### src/rtl/ook_pkg.sv
`timescale 1ns / 1ps
// ----------------------------------------------------------------------------
// ook_pkg: shared types and constants of the OOK pulse-distance transmitter
// Payload structs, configuration register indexes and frame geometry.
// ----------------------------------------------------------------------------
package ook_pkg;

  localparam int FrameBits  = 32;
  localparam int BitSelW    = $clog2(FrameBits);
  localparam int BitIndexW  = $clog2(FrameBits + 2);
  localparam int PulseLenW  = 12;
  localparam int RepeatW    = 4;
  localparam int PhaseW     = 17;
  localparam int CfgDataW   = 12;

  // Gap and pause lengths in units of one pulse length
  localparam int ZeroGapMul = 4;
  localparam int OneGapMul  = 8;
  localparam int PauseMul   = 18;

  localparam logic [PulseLenW-1:0] PulseLenReset    = 12'd100;
  localparam logic [RepeatW-1:0]   RepeatTotalReset = 4'd7;

  typedef logic cfg_index_t;
  localparam cfg_index_t CfgPulseLen    = 1'b0;
  localparam cfg_index_t CfgRepeatTotal = 1'b1;

  localparam logic CmdTick  = 1'b0;
  localparam logic CmdStart = 1'b1;

  typedef struct packed {
    logic                 cmd;
    logic [FrameBits-1:0] payload;
  } in_item_t;

  typedef struct packed {
    logic level;
    logic busy_res;
  } out_item_t;

endpackage

### src/rtl/ook_pulse_distance_transmitter.sv
`timescale 1ns / 1ps
// ----------------------------------------------------------------------------
// ook_pulse_distance_transmitter: on/off-keyed pulse-distance frame sender
// A start item loads a frame word; each tick item returns one carrier sample.
// ----------------------------------------------------------------------------
// Usage:
//   Input channel (in_valid / in_stall / in_item): cmd = start loads payload
//   and begins a frame (ignored while busy, no result); cmd = tick advances
//   the bit timing by one sample and returns one result item.
//   Output channel (out_valid / out_stall / out_item): level is the carrier
//   sample, busy_res tells whether a transmission was running at that tick.
//   Config port (cfg_we / cfg_index / cfg_data): pulse_len and repeat_total,
//   written while no transmission is in progress.
// Result timing and throughput: a tick's result appears in the output
//   register in the cycle after its transfer. One item is taken per cycle
//   unless stalled; the sample update is one counter compare and a few flag
//   updates between the state and the result register.
// Reset: rst clears the transmitter state and the output valid flag and loads
//   pulse_len = 100, repeat_total = 7.
// Stall: while out_stall holds a full output register, in_stall is raised so
//   no item is taken; the stalled result stays unchanged.
// ----------------------------------------------------------------------------
module ook_pulse_distance_transmitter (
  input  logic                             clk,
  input  logic                             rst,
  input  logic                             in_valid,
  output logic                             in_stall,
  input  ook_pkg::in_item_t                in_item,
  output logic                             out_valid,
  input  logic                             out_stall,
  output ook_pkg::out_item_t               out_item,
  input  logic                             cfg_we,
  input  ook_pkg::cfg_index_t              cfg_index,
  input  logic [ook_pkg::CfgDataW-1:0]     cfg_data
);

  localparam int FB  = ook_pkg::FrameBits;
  localparam int SW  = ook_pkg::BitSelW;
  localparam int IW  = ook_pkg::BitIndexW;
  localparam int PW  = ook_pkg::PhaseW;
  localparam int LW  = ook_pkg::PulseLenW;
  localparam int RW  = ook_pkg::RepeatW;

  logic [LW-1:0] pulse_len;
  logic [RW-1:0] repeat_total;

  logic          active, active_next;
  logic          in_pause, in_pause_next;
  logic          in_pulse, in_pulse_next;
  logic          cur_bit, cur_bit_next;
  logic [IW-1:0] bit_index, bit_index_next;
  logic [PW-1:0] phase_count, phase_count_next;
  logic [RW-1:0] repeats_done, repeats_done_next;
  logic [FB-1:0] frame_word, frame_word_next;

  logic          accept;
  logic          level_res;
  logic [PW-1:0] ph;
  logic [PW-1:0] len_pulse, len_zero, len_one, len_pause, len_gap;
  logic [SW-1:0] bit_sel;
  logic          word_bit;
  logic [RW-1:0] rep_inc;

  assign in_stall = out_valid & out_stall;
  assign accept   = in_valid & ~in_stall;

  // Config registers
  always_ff @(posedge clk) begin
    if (rst) begin
      pulse_len    <= ook_pkg::PulseLenReset;
      repeat_total <= ook_pkg::RepeatTotalReset;
    end else if (cfg_we) begin
      unique case (cfg_index)
        ook_pkg::CfgPulseLen:    pulse_len    <= cfg_data[LW-1:0];
        ook_pkg::CfgRepeatTotal: repeat_total <= cfg_data[RW-1:0];
        default: ;
      endcase
    end
  end

  // Phase lengths: constant multiples become shifts and adds
  assign len_pulse = PW'(pulse_len);
  assign len_zero  = len_pulse * PW'(ook_pkg::ZeroGapMul);
  assign len_one   = len_pulse * PW'(ook_pkg::OneGapMul);
  assign len_pause = len_pulse * PW'(ook_pkg::PauseMul);

  assign bit_sel  = SW'(FB - 1) - bit_index[SW-1:0];
  assign word_bit = (bit_index < IW'(FB)) ? frame_word[bit_sel] : 1'b0;
  assign rep_inc  = repeats_done + RW'(1);
  assign len_gap  = (bit_index == IW'(FB)) ? len_pulse : (cur_bit ? len_one : len_zero);

  always_comb begin
    active_next       = active;
    in_pause_next     = in_pause;
    in_pulse_next     = in_pulse;
    cur_bit_next      = cur_bit;
    bit_index_next    = bit_index;
    phase_count_next  = phase_count;
    repeats_done_next = repeats_done;
    frame_word_next   = frame_word;
    level_res         = 1'b0;
    ph                = phase_count;

    if (accept) begin
      if (in_item.cmd == ook_pkg::CmdStart) begin
        if (!active) begin
          frame_word_next   = in_item.payload;
          bit_index_next    = '0;
          phase_count_next  = '0;
          in_pulse_next     = 1'b1;
          in_pause_next     = 1'b0;
          repeats_done_next = '0;
          cur_bit_next      = in_item.payload[FB-1];
          active_next       = 1'b1;
        end
      end else if (active) begin
        priority if (in_pause) begin
          if (ph > len_pause) begin
            in_pause_next = 1'b0;
            ph            = '0;
          end
        end else if (in_pulse) begin
          level_res = 1'b1;
          if (ph > len_pulse) begin
            ph            = '0;
            cur_bit_next  = word_bit;
            in_pulse_next = 1'b0;
          end
        end else if (bit_index > IW'(FB)) begin
          // end of frame: pause before the next repeat, or drop back to idle
          repeats_done_next = rep_inc;
          if (rep_inc < repeat_total) begin
            in_pause_next  = 1'b1;
            cur_bit_next   = 1'b0;
            bit_index_next = '0;
            ph             = '0;
            in_pulse_next  = 1'b1;
          end else begin
            active_next       = 1'b0;
            in_pause_next     = 1'b0;
            in_pulse_next     = 1'b0;
            cur_bit_next      = 1'b0;
            bit_index_next    = '0;
            ph                = '0;
            repeats_done_next = '0;
            frame_word_next   = '0;
          end
        end else begin
          if (ph > len_gap) begin
            ph             = '0;
            in_pulse_next  = 1'b1;
            bit_index_next = bit_index + IW'(1);
          end
        end
        phase_count_next = active_next ? ph + PW'(1) : ph;
      end
    end
  end

  always_ff @(posedge clk) begin
    if (rst) begin
      active       <= 1'b0;
      in_pause     <= 1'b0;
      in_pulse     <= 1'b0;
      cur_bit      <= 1'b0;
      bit_index    <= '0;
      phase_count  <= '0;
      repeats_done <= '0;
      frame_word   <= '0;
    end else begin
      active       <= active_next;
      in_pause     <= in_pause_next;
      in_pulse     <= in_pulse_next;
      cur_bit      <= cur_bit_next;
      bit_index    <= bit_index_next;
      phase_count  <= phase_count_next;
      repeats_done <= repeats_done_next;
      frame_word   <= frame_word_next;
    end
  end

  // Result register: load on a tick transfer, drop once taken
  always_ff @(posedge clk) begin
    if (rst) begin
      out_valid <= 1'b0;
    end else if (accept && in_item.cmd == ook_pkg::CmdTick) begin
      out_valid <= 1'b1;
    end else if (!out_stall) begin
      out_valid <= 1'b0;
    end
  end

  always_ff @(posedge clk) begin
    if (accept && in_item.cmd == ook_pkg::CmdTick) begin
      out_item.level    <= level_res;
      out_item.busy_res <= active;
    end
  end

endmodule

### config.mk
export PLATFORM = sky130hd
export DESIGN_NAME = ook_pulse_distance_transmitter
export DESIGN_NICKNAME = d
export VERILOG_FILES = /design/src/rtl/ook_pkg.sv /design/src/rtl/ook_pulse_distance_transmitter.sv
export SDC_FILE = /design/constraint.sdc
export NUM_CORES = 1
export LEC_CHECK = 0
export ABC_CLOCK_PERIOD_IN_PS = 9800
export BUFFER_PORTS_ARGS = -buffer_cell sky130_fd_sc_hd__buf_4
export CAP_MARGIN = 10
export CORE_ASPECT_RATIO = 0.8
export CORE_MARGIN = 1
export CORE_UTILIZATION = 45
export DETAILED_ROUTE_END_ITERATION = 10
export GPL_TIMING_DRIVEN = 0
export PLACE_DENSITY = 0.68
export SYNTH_ARGS = -nofsm -noshare
export SYNTH_HDL_FRONTEND = slang
export SYNTH_SLANG_ARGS = --single-unit
### constraint.sdc
create_clock -name clk -period 9.8 [get_ports clk]
set_input_delay 0.49 -clock clk [delete_from_list [all_inputs] [get_ports clk]]
set_output_delay 0.49 -clock clk [all_outputs]
set_load 0.05 [all_outputs]
# ---- Yosys cells after proc, flatten, opt, wreduce, memory -nomap -nowiden
# Cells that the tools add are included.
dict set report totals {
  ff_bits 82
  inputBits 51
  output_inout_bits 4
  word_cells 126
}
dict set report classes {
  add_sub_neg 4
  multipliers 1
  n_lt_le_gt_ge 7
  eq_ne 7
  muxes 73
  bitwise 7
  n_reduce_logical 14
}
# operator n
set ops {}
lappend ops {{32-bit 2-to-1 mux} 7}
lappend ops {{17-bit 2-to-1 mux} 13}
lappend ops {{6-bit 2-to-1 mux} 7}
lappend ops {{1-bit 2-to-1 mux} 36}
lappend ops {{15-bit 2-to-1 mux} 2}
lappend ops {{4-bit 2-to-1 mux} 7}
lappend ops {{6-bit AND reduction} 3}
lappend ops {{17-bit by 1-bit adder with 17-bit output (second input constant)} 1}
lappend ops {{17-bit by 12-bit > comparator with 1-bit output} 1}
lappend ops {{17-bit by 15-bit > comparator with 1-bit output} 1}
lappend ops {{17-bit > comparator} 1}
lappend ops {{12-bit by 4-bit multiplier with 16-bit output (second input constant)} 1}
lappend ops {{2-bit inequality test (second input constant)} 4}
lappend ops {{7-bit AND reduction} 1}
lappend ops {{6-bit by 1-bit adder with 6-bit output (second input constant)} 1}
lappend ops {{6-bit equality test (second input constant)} 1}
lappend ops {{6-bit > comparator (second input constant)} 1}
lappend ops {{5-bit by 6-bit < comparator with 1-bit output (second input constant)} 1}
lappend ops {{6-bit < comparator (second input constant)} 1}
lappend ops {{3-bit nonzero test} 2}
lappend ops {{1-bit binary-select mux with 5-bit select} 1}
lappend ops {{1-bit NOT} 5}
lappend ops {{5-bit subtractor (first input constant)} 1}
lappend ops {{4-bit by 1-bit adder with 4-bit output (second input constant)} 1}
lappend ops {{other kinds (10)} 13}

# ---- Logic depth before layout (Yosys ltp)
# Gate-level depths: netlist of run 1.
dict set report depth {
  word_depth 14
  mapped_depth 22
  ltp_nobuf 22
}

# ---- Worst setup path before layout of run 1
# No wires, ideal clock.
dict set report synth_path {
  path_kind {reg-to-reg}
  start {register pulse_len[4]}
  end {register phase_count[2]}
  setup_time_ns 0.122
  arrival_ns 4.624
  t_required_ns 9.678
  path_slack_ns 5.054
  path_stages_with_launch 23
  n_path_buf 0
  synth_period_minus_slack_ns 4.746
  cell_sequence {dfxtp_1 ha_1 ha_1 fa_1 a21o_1 a21oi_1 o21bai_1 a21oi_1 o21bai_1 a41oi_1 xnor2_1 ha_1 nand4_1 nor4_1 a21bo_2 a31oi_2 and2b_1 and2_1 ha_1 nand2_1 nor3_1 or2_2 o311a_1}
}
dict set report synth_via {
  elab_chain_cells 14
  elab_cells_between_ends 19
  cone_classes {add/sub: 1; mul: 1; order compare: 3; mux: 14}
}
# element line
set synth_lines {}
lappend synth_lines {{start, declared} ook_pulse_distance_transmitter.sv:44} ;# logic [LW-1:0] pulse_len;
lappend synth_lines {{start signal, assigned} ook_pulse_distance_transmitter.sv:70} ;# pulse_len <= ook_pkg::PulseLenReset;
lappend synth_lines {{start signal, assigned} ook_pulse_distance_transmitter.sv:74} ;# ook_pkg::CfgPulseLen: pulse_len <= cfg_data[LW-1:0];
lappend synth_lines {{parallel branches: the longest is 6 deep, another holds 17-bit > comparator} n/a}
lappend synth_lines {{17-bit 2-to-1 mux (*)} ook_pulse_distance_transmitter.sv:117} ;# priority if (in_pause) begin
lappend synth_lines {{17-bit 2-to-1 mux (*)} ook_pulse_distance_transmitter.sv:116} ;# end else if (active) begin
lappend synth_lines {{17-bit 2-to-1 mux (*)} ook_pulse_distance_transmitter.sv:105} ;# if (in_item.cmd == ook_pkg::CmdStart) begin
lappend synth_lines {{17-bit 2-to-1 mux (*)} ook_pulse_distance_transmitter.sv:104} ;# if (accept) begin
lappend synth_lines {{17-bit by 1-bit adder with 17-bit output} ook_pulse_distance_transmitter.sv:155} ;# phase_count_next = active_next ? ph + PW'(1) : ph;
lappend synth_lines {{17-bit 2-to-1 mux (*)} ook_pulse_distance_transmitter.sv:155}
lappend synth_lines {{17-bit 2-to-1 mux (*)} ook_pulse_distance_transmitter.sv:116}
lappend synth_lines {{17-bit 2-to-1 mux (*)} ook_pulse_distance_transmitter.sv:105}
lappend synth_lines {{end signal, assigned} ook_pulse_distance_transmitter.sv:176} ;# phase_count <= phase_count_next;
lappend synth_lines {{end, declared} ook_pulse_distance_transmitter.sv:52} ;# logic [PW-1:0] phase_count, phase_count_next;
# Every way passes the cells marked *. The select of a mux whose other input is x is not followed.
# A chain may end at the register's enable or synchronous reset.

# ---- Worst setup path after layout of run 1
# Same ends and word-level chain as after synthesis.

==> results of run 1 <==
[cell type report]
class	instances	share of cell area
clock inverters	6	0.0150
well taps	171	0.0320
plain buffers	31	0.0273
multi-input cells	515	0.557
flip-flops and latches	82	0.249
inverters	39	0.0219
repair buffers	54	0.0607
clock buffers	10	0.0374
[worst max-delay path, delay by kind of cell (launching register included)]
family	cells	cell delay, ns
AO/OA/AOI/OAI	9	1.86
AND/OR/NAND/NOR	7	1.54
adder cells (fa/ha/maj)	5	1.49
flip-flops	1	0.46
XOR/XNOR	1	0.10
[metal layers]
metal	part of all wire	vias up	routed length, um
li1	-	2623	-
met1	0.50	2555	7630
met2	0.44	156	6640
met3	0.058	11	889
met4	0.0069	0	106
met5	0	-	0
[layout by cell type, fill, tap and decap left out, types with 7 or more instances in the layout]
cell,netlist,layout
nor2_1,62,62
inv_1,39,39
nand3_1,26,26
clkbuf_1,16,16
a211o_1,8,8
a21oi_1,45,45
ha_1,68,68
a22oi_1,32,32
xnor2_1,7,7
dfxtp_1,80,80
o211ai_1,12,12
nand4_1,18,18
nor3_1,8,8
mux4_2,8,8
clkbuf_16,0,10
a31oi_1,7,7
and3_1,10,10
o21ai_0,27,27
nand2_1,70,70
buf_4,1,55
[through the flow]
step | util | hold WS (ns) | worst slack (ns) | instances
after floorplan | - | 0.430 | 5.05 | 667
after global placement | 0.515 | 0.450 | 4.40 | 892
after detailed placement | 0.515 | 0.451 | 4.27 | 892
after CTS | 0.544 | 0.348 | 4.25 | 908
after global routing | 0.544 | 0.354 | 3.89 | 908
final | 0.544 | 0.356 | 4.22 | 908
[synthesized netlist by cell type (4+ instances only)]
master	n	area, um2
ha_1	68	851
or4_1	6	45.0
dfxtp_1	80	1600
a211o_1	8	70.1
nor3_1	8	40.0
nor2_1	62	233
o22ai_1	5	31.3
a31oi_1	7	43.8
o211ai_1	12	90.1
clkbuf_1	16	60.1
and3_1	10	62.6
nand3_1	26	130
mux4_2	8	180
clkbuf_8	4	55.1
a21oi_1	45	225
nor4_1	6	37.5
xnor2_1	7	61.3
a22oi_1	32	240
o21ai_0	27	135
and2_1	6	37.5
nand2_1	70	263
buf_2	6	30.0
nand4_1	18	113
xor2_1	4	35.0
nand2b_1	6	37.5
inv_1	39	146
[sequential cells by signal, summed over array words and instances, names as in the netlist]
register,flops
repeats_done,4
frame_word,32
out_item,2
active,1
in_pause,1
in_pulse,1
repeat_total,4
out_valid,1
cur_bit,1
bit_index,6
pulse_len,12
phase_count,17
[where the power goes]
group | internal, uW | switching (uW)
Sequential | 345 | 10.0
Clock | 244 | 150
Combinational | 59.4 | 77.8
[worst paths after layout]
path	start	slack [ns]	cells past startpoint	to
max	pulse_len[4]$_SDFFE_PP0P_	4.22	22	phase_count[2]$_SDFFE_PP0P_
min	cfg_data[6]	0.36	2	pulse_len[6]$_SDFFE_PP1P_
max reg2reg	pulse_len[4]$_SDFFE_PP0P_	4.22	22	phase_count[2]$_SDFFE_PP0P_
min reg2reg	repeat_total[3]$_SDFFE_PP0P_	0.46	2	repeat_total[3]$_SDFFE_PP0P_
[cell families after synthesis]
group                      after synthesis
AOI/OAI and AO/OA                      183
xor gates and xnor gates                11
adders and majority gates               69
buffers and inverters                   70
DFF                                     82
muxes                                   13
and+or+nand+nor                        239
==> results by group, run 1 <==
Critical path
  – Most common cell on crit path: ha_1
  – Nature of the critical path endpoint: flop
  – Critical path class: reg2reg
  – Arrival time at the worst endpoint: 5.81 ns
  – Maximum single-stage delay on the critical path: 0.51 ns
  – Crit-path max FO: 6
  – Critical path launch point type: flop
  – Crit path cell chain: ha_1 > ha_1 > fa_1 > a21o_1 > a21oi_1 > o21bai_1 > a21oi_1 > o21bai_1 > a41oi_1 > xnor2_1 > ha_1 > nand4_1 > nor4_1 > a21bo_2 > a31oi_2 > and2b_1 > and2_1 > ha_1 > nand2_1 > nor3_1 > or2_2 > o311a_1
  – Cell with the largest stage delay on the worst path: nor4_1
  – Data required time at the worst endpoint: 10.03 ns

CTS
  – Clock tree from TritonCTS: yes
  – TritonCTS Buffers: 9
  – Number of gates resized after CTS: 0
  – Number of setup buffers added after CTS: 0
  – Number of clock sinks: 82
  – Root Buffer: clkbuf_16
  – Worst-Skew Late Latency: 0.34 ns
  – Clk pin slew, worst setup/hold paths: 0.07 ns
  – Max Root-Sink Buffers: 2
  – Deepest level of the CTS H-tree: 3
  – Count of hold-fix buffers inserted at cts: 0

Synthesis
  – Share of flip-flops with an asynchronous set or reset: 0
  – Cell variety after synth: 78
  – Post-Syn Area per Cell: 8.57 um2
  – Warnings, synthesis: 0
  – Mapped Cells: 667
  – Simple-gate portion of the synthesized area: 0.208
  – Number of enable-type register cells in the synthesized netlist: 2
  – Adder-cell share of the synthesized area: 0.152
  – Share of synthesized area spent on multiplexers: 0.0460
  – Compound-Gate Fraction of Synth Area: 0.228
  – Largest family of logic cells by synthesized area: compound AO/OA/AOI/OAI gates
  – Post-synthesis share of cell area spent on xor and xnor gates: 0.0169
  – Primary FF master, synth: dfxtp_1
  – Post-Syn Area: 5710 um2
  – Share of synthesized area occupied by flip-flops and latches: 0.291
  – Number of nets in the synthesized netlist: 787
  – Flip-flop and latch count after synthesis: 82

Hold path
  – Worst min-delay path category: in2reg

Global route
  – Global-route wire length before repair: 24.8 mm
  – Met2 global-route usage: 0.370
  – Global routing met3 resource utilization: 0.0431
  – Vias in the first global route: 5,060
  – Gr ovfl total: 0
  – GR Util All Layers: 0.239
  – Met1 Use GR: 0.346
  – Number of antenna violations at the first check in global routing: 0
  – Top Usage Layer GRT: met2
  – Largest net degree at the start of global routing: 17

Die
  – Die Area: 13,200 um2
  – Top-level port count: 55
  – Placeable core region: 12,300 um2
  – Count of standard-cell rows: 36
  – Die extent in x: 128 um
  – Starting Density: 0.465
  – Die Y: 103 um

Pwr
  – Total power draw: 886 uW
  – VDD IR max: 0.0000819 V
  – Cell leakage power: 0.00275 uW
  – PwrDens: 133 nW/um2

Finish
  – Total area of multi-input combinational cells: 3720 um2
  – Design area: 6680 um2
  – Number of inserted diodes: 0
  – Fraction of final layout cells with drive strength greater than 1: 0.153
  – Nets: 852
  – Total of fill cells in the finished design: 1,132
  – Layout overhead on the synthesized area: 17.0%
  – Register Area: 1660 um2

STA
  – Unrepaired setup endpoints after global routing: no
  – Worst Max-Slew Pin Slew: 0.850 ns
  – Total Negative Setup Slacks: 0 ns
  – Max_slew headroom: 0.428
  – Max Freq: 0.179 GHz
  – Number of hold violations in the final report: 0
  – Final setup violation count: 0
  – Period utilisation layout: 0.569
  – Final-report max-slew violation count: 0
  – Final critical delay including setup and external delays: 5.58 ns
  – Worst-case clock skew: 0.00915 ns

Detailed routing
  – Drt initial violations: 290
  – DRT Pass-1 Iters: 4
  – Vias post-DR: 5,345
  – Wirelength per Cell: 16.8 um
  – Wirelength, routed: 15.3 mm
  – Via-per-instance ratio: 5.89
  – Remaining number of nets flagged by the antenna check after routing: 0
  – Residual DRC count: 0

Outcome
  – Outcome: complete, no violations

Placement
  – Detailed Place HPWL: 11.8 mm
  – Instance area at placement: 6330 um2
  – Final weighted congestion of routability-driven global placement: 0.850
  – Count of input and output buffers: 54

Flow run
  – Number of max-capacitance violations reported: 0
No activity file was read; power rests on OpenSTA's default activity.
==> inputs of run 2 (changes only) <==
--- a/config.mk
+++ b/config.mk
@@ -5,7 +5,7 @@
 export SDC_FILE = /design/constraint.sdc
 export NUM_CORES = 1
 export LEC_CHECK = 0
-export ABC_CLOCK_PERIOD_IN_PS = 9800
+export ABC_CLOCK_PERIOD_IN_PS = 5650
 export BUFFER_PORTS_ARGS = -buffer_cell sky130_fd_sc_hd__buf_4
 export CAP_MARGIN = 10
 export CORE_ASPECT_RATIO = 0.8
==> constraint.sdc (replaced) <==
create_clock -name clk -period 5.65 [get_ports clk]
set_input_delay 0.2825 -clock clk [delete_from_list [all_inputs] [get_ports clk]]
set_output_delay 0.2825 -clock clk [all_outputs]
set_load 0.05 [all_outputs]
==> results by group, run 2 (synthesis gave the netlist of run 1 again) <==
Outcome
  – Outcome: complete, no violations

Critical path
  – Data required time at the worst endpoint: 5.88 ns (-4.15 ns)
  – Arrival time at the worst endpoint: 5.54 ns (-0.27 ns)
  – FF-to-FF path depth: 22 (unchanged)
  – Register-to-Register Setup Slack: 0.35 ns (-3.88 ns)
  – Nature of the critical path endpoint: flop
  – Crit-path max FO: 6 (unchanged)
  – Reg-to-Reg End: phase_count[2]$_SDFFE_PP0P_
  – Critical path launch point type: flop
  – Critical path class: reg2reg
  – Launch instance of the worst register-to-register path: pulse_len[1]$_SDFFE_PP0P_

Global route
  – Global-route wire length before repair: 24.8 mm (unchanged)
  – Largest net degree at the start of global routing: 17 (unchanged)
  – GR Util All Layers: 0.239 (unchanged)
  – Gr ovfl total: 0 (unchanged)
  – Vias in the first global route: 5,060 (unchanged)
  – Number of antenna violations at the first check in global routing: 0 (unchanged)

Pwr
  – Cell leakage power: 0.00276 uW (about the same)
  – Net switching component of the power: 414 uW (+74%)
  – Combinational power share: 0.156 (about the same)
  – VDD IR max: 0.000142 V (+73%)
  – PwrDens: 230 nW/um2 (+73%)
  – Sw Ratio: 0.269 (+0.000969)
  – Register share of total power: 0.400 (about the same)
  – Power share of the clock group: 0.443 (about the same)
  – Internal: 1130 uW (+74%)

Die
  – Top-level port count: 55 (unchanged)
  – Placeable core region: 12,300 um2 (unchanged)
  – Die extent in x: 128 um (unchanged)
  – Starting Density: 0.465 (unchanged)
  – Die Y: 103 um (unchanged)
  – Count of standard-cell rows: 36 (unchanged)
  – Die Area: 13,200 um2 (unchanged)

Finish
  – Most frequent cells in the layout: dfxtp_1, nand2_1, ha_1, nor2_1, buf_4
  – Final cell utilization of the core: 0.546 (+0.00204)
  – Largest regs: frame_word x32, phase_count x17, pulse_len x12
  – Most frequent standard cell in the layout excluding fill and tap cells: dfxtp_1
  – Design area: 6710 um2 (+0.37%)
  – Number of inserted diodes: 0 (unchanged)
  – Largest reg by FF count: frame_word
  – Total of fill cells in the finished design: 1,130 (-0.18%)
  – Nets: 852 (unchanged)
  – Fraction of final layout cells with drive strength greater than 1: 0.156 (+0.00271)
  – Number of flip-flops in the largest register: 32 (unchanged)
  – Layout overhead on the synthesized area: 17.4%

CTS
  – Clk pin slew, worst setup/hold paths: 0.07 ns (about the same)
  – Number of setup buffers added after CTS: 0 (unchanged)
  – Worst-Skew Late Latency: 0.34 ns (about the same)
  – Number of clock sinks: 82 (unchanged)
  – Clock tree from TritonCTS: yes
  – Max Root-Sink Buffers: 2 (unchanged)
  – Deepest level of the CTS H-tree: 3 (unchanged)
  – Root Buffer: clkbuf_16
  – TritonCTS Buffers: 9 (unchanged)

Detailed routing
  – Via-per-instance ratio: 5.88 (about the same)
  – Residual DRC count: 0 (unchanged)
  – DRT Pass-1 Iters: 5 (+1)
  – Drt initial violations: 296 (+2.1%)
  – Wirelength, routed: 15.3 mm (about the same)
  – Vias post-DR: 5,340 (-0.094%)
  – Remaining number of nets flagged by the antenna check after routing: 0 (unchanged)
  – Wirelength per Cell: 16.8 um (about the same)

STA
  – Final critical delay including setup and external delays: 5.30 ns (-0.272 ns)
  – Max_slew headroom: 0.429 (+0.000730)
  – Worst Max-Slew Pin Slew: 0.849 ns (-0.00109 ns)
  – Unrepaired setup endpoints after global routing: no
  – Worst hold slack: 0.148 ns (-0.208 ns)
  – Worst-case clock skew: 0.00919 ns (+0.0000374 ns)
  – Final-report max-slew violation count: 0 (unchanged)
  – Total Negative Setup Slacks: 0 ns (unchanged)
  – Final setup violation count: 0 (unchanged)
  – Max Freq: 0.189 GHz (+5.1%)
  – Number of hold violations in the final report: 0 (unchanged)
  – Period utilisation layout: 0.939 (+0.370)

Placement
  – Detailed Place HPWL: 11.8 mm (unchanged)
  – Final weighted congestion of routability-driven global placement: 0.850 (unchanged)
  – Instance area at placement: 6330 um2 (unchanged)
  – Count of input and output buffers: 54 (unchanged)

Hold path
  – Source of the worst hold timing path: cfg_data[6]
  – Worst hold endpoint: pulse_len[6]$_SDFFE_PP1P_
  – Hold Path Stages: 2 (unchanged)
  – Worst min-delay path category: in2reg

Flow run
  – Number of max-capacitance violations reported: 0 (unchanged)
==> run 2: worst max-delay path by stage <==
stage                                    startpoint                          end  slack (ns)  cells past startpoint
after global placement    pulse_len[4]$_SDFFE_PP0P_  phase_count[2]$_SDFFE_PP0P_        0.25                     22
after CTS                 pulse_len[4]$_SDFFE_PP0P_  phase_count[2]$_SDFFE_PP0P_        0.10                     22
after floorplan           pulse_len[4]$_SDFFE_PP0P_  phase_count[2]$_SDFFE_PP0P_        0.90                     22
after detailed placement  pulse_len[4]$_SDFFE_PP0P_  phase_count[2]$_SDFFE_PP0P_        0.12                     22
after global routing      pulse_len[1]$_SDFFE_PP0P_  phase_count[2]$_SDFFE_PP0P_        0.02                     22
final                     pulse_len[1]$_SDFFE_PP0P_  phase_count[2]$_SDFFE_PP0P_        0.35                     22
==> run 2: layer usage <==
layer | GRT usage | vias to the layer above | part of all wire
met4 | 0.0561 | 0 | 0.0047
met1 | 0.346 | 2546 | 0.50
li1 | - | 2623 | -
met5 | 0 | - | 0
met2 | 0.370 | 162 | 0.44
met3 | 0.0431 | 9 | 0.055
==> run 2: critical path, cell delays in order, from the launching register on <==
cell and delay (ns):
dfxtp_1 0.42, ha_1 0.26, ha_1 0.23, fa_1 0.41, a21o_1 0.17, a21oi_1 0.24
o21bai_1 0.09, a21oi_1 0.22, o21bai_1 0.13, a41oi_1 0.27, xnor2_1 0.10, ha_1 0.32
nand4_1 0.20, nor4_4 0.37, a21bo_2 0.28, a31oi_4 0.25, and2b_1 0.25, and2_1 0.17
ha_1 0.24, nand2_1 0.10, nor3_1 0.06, or2_2 0.28, o311a_1 0.12
==> run 2: power groups by stage <==
stage / registers, uW / clock network, uW / logic [uW]
after CTS: 615 / 692 / 236
after detailed placement: 628 / 0 / 235
after floorplan: 626 / 0 / 158
after global placement: 627 / 0 / 227
final: 616 / 683 / 241
after global routing: 618 / 716 / 271
==> run 2: cell type report <==
type	count	area (um2)	area share
repair buffers	54	405	0.0604
plain buffers	31	183	0.0272
clock buffers	10	250	0.0373
clock inverters	6	100	0.0149
multi-input cells	515	3750	0.559
well taps	171	214	0.0319
inverters	39	146	0.0218
flip-flops and latches	82	1660	0.248
==> run 2: metrics by stage <==
step / std cells / setup WS, ns / total power [uW]
after CTS: 908 / 0.101 / 1540
after global placement: 892 / 0.253 / 854
after global routing: 908 / 0.0224 / 1600
after detailed placement: 892 / 0.118 / 863
after floorplan: 667 / 0.904 / 783
final: 908 / 0.346 / 1540
==> run 2: what timing repair did <==
item | CTS | global route
hold buffers | 0 | 0
gates resized for setup | 0 | 4
endpoints found under the setup margin | 0 | 8
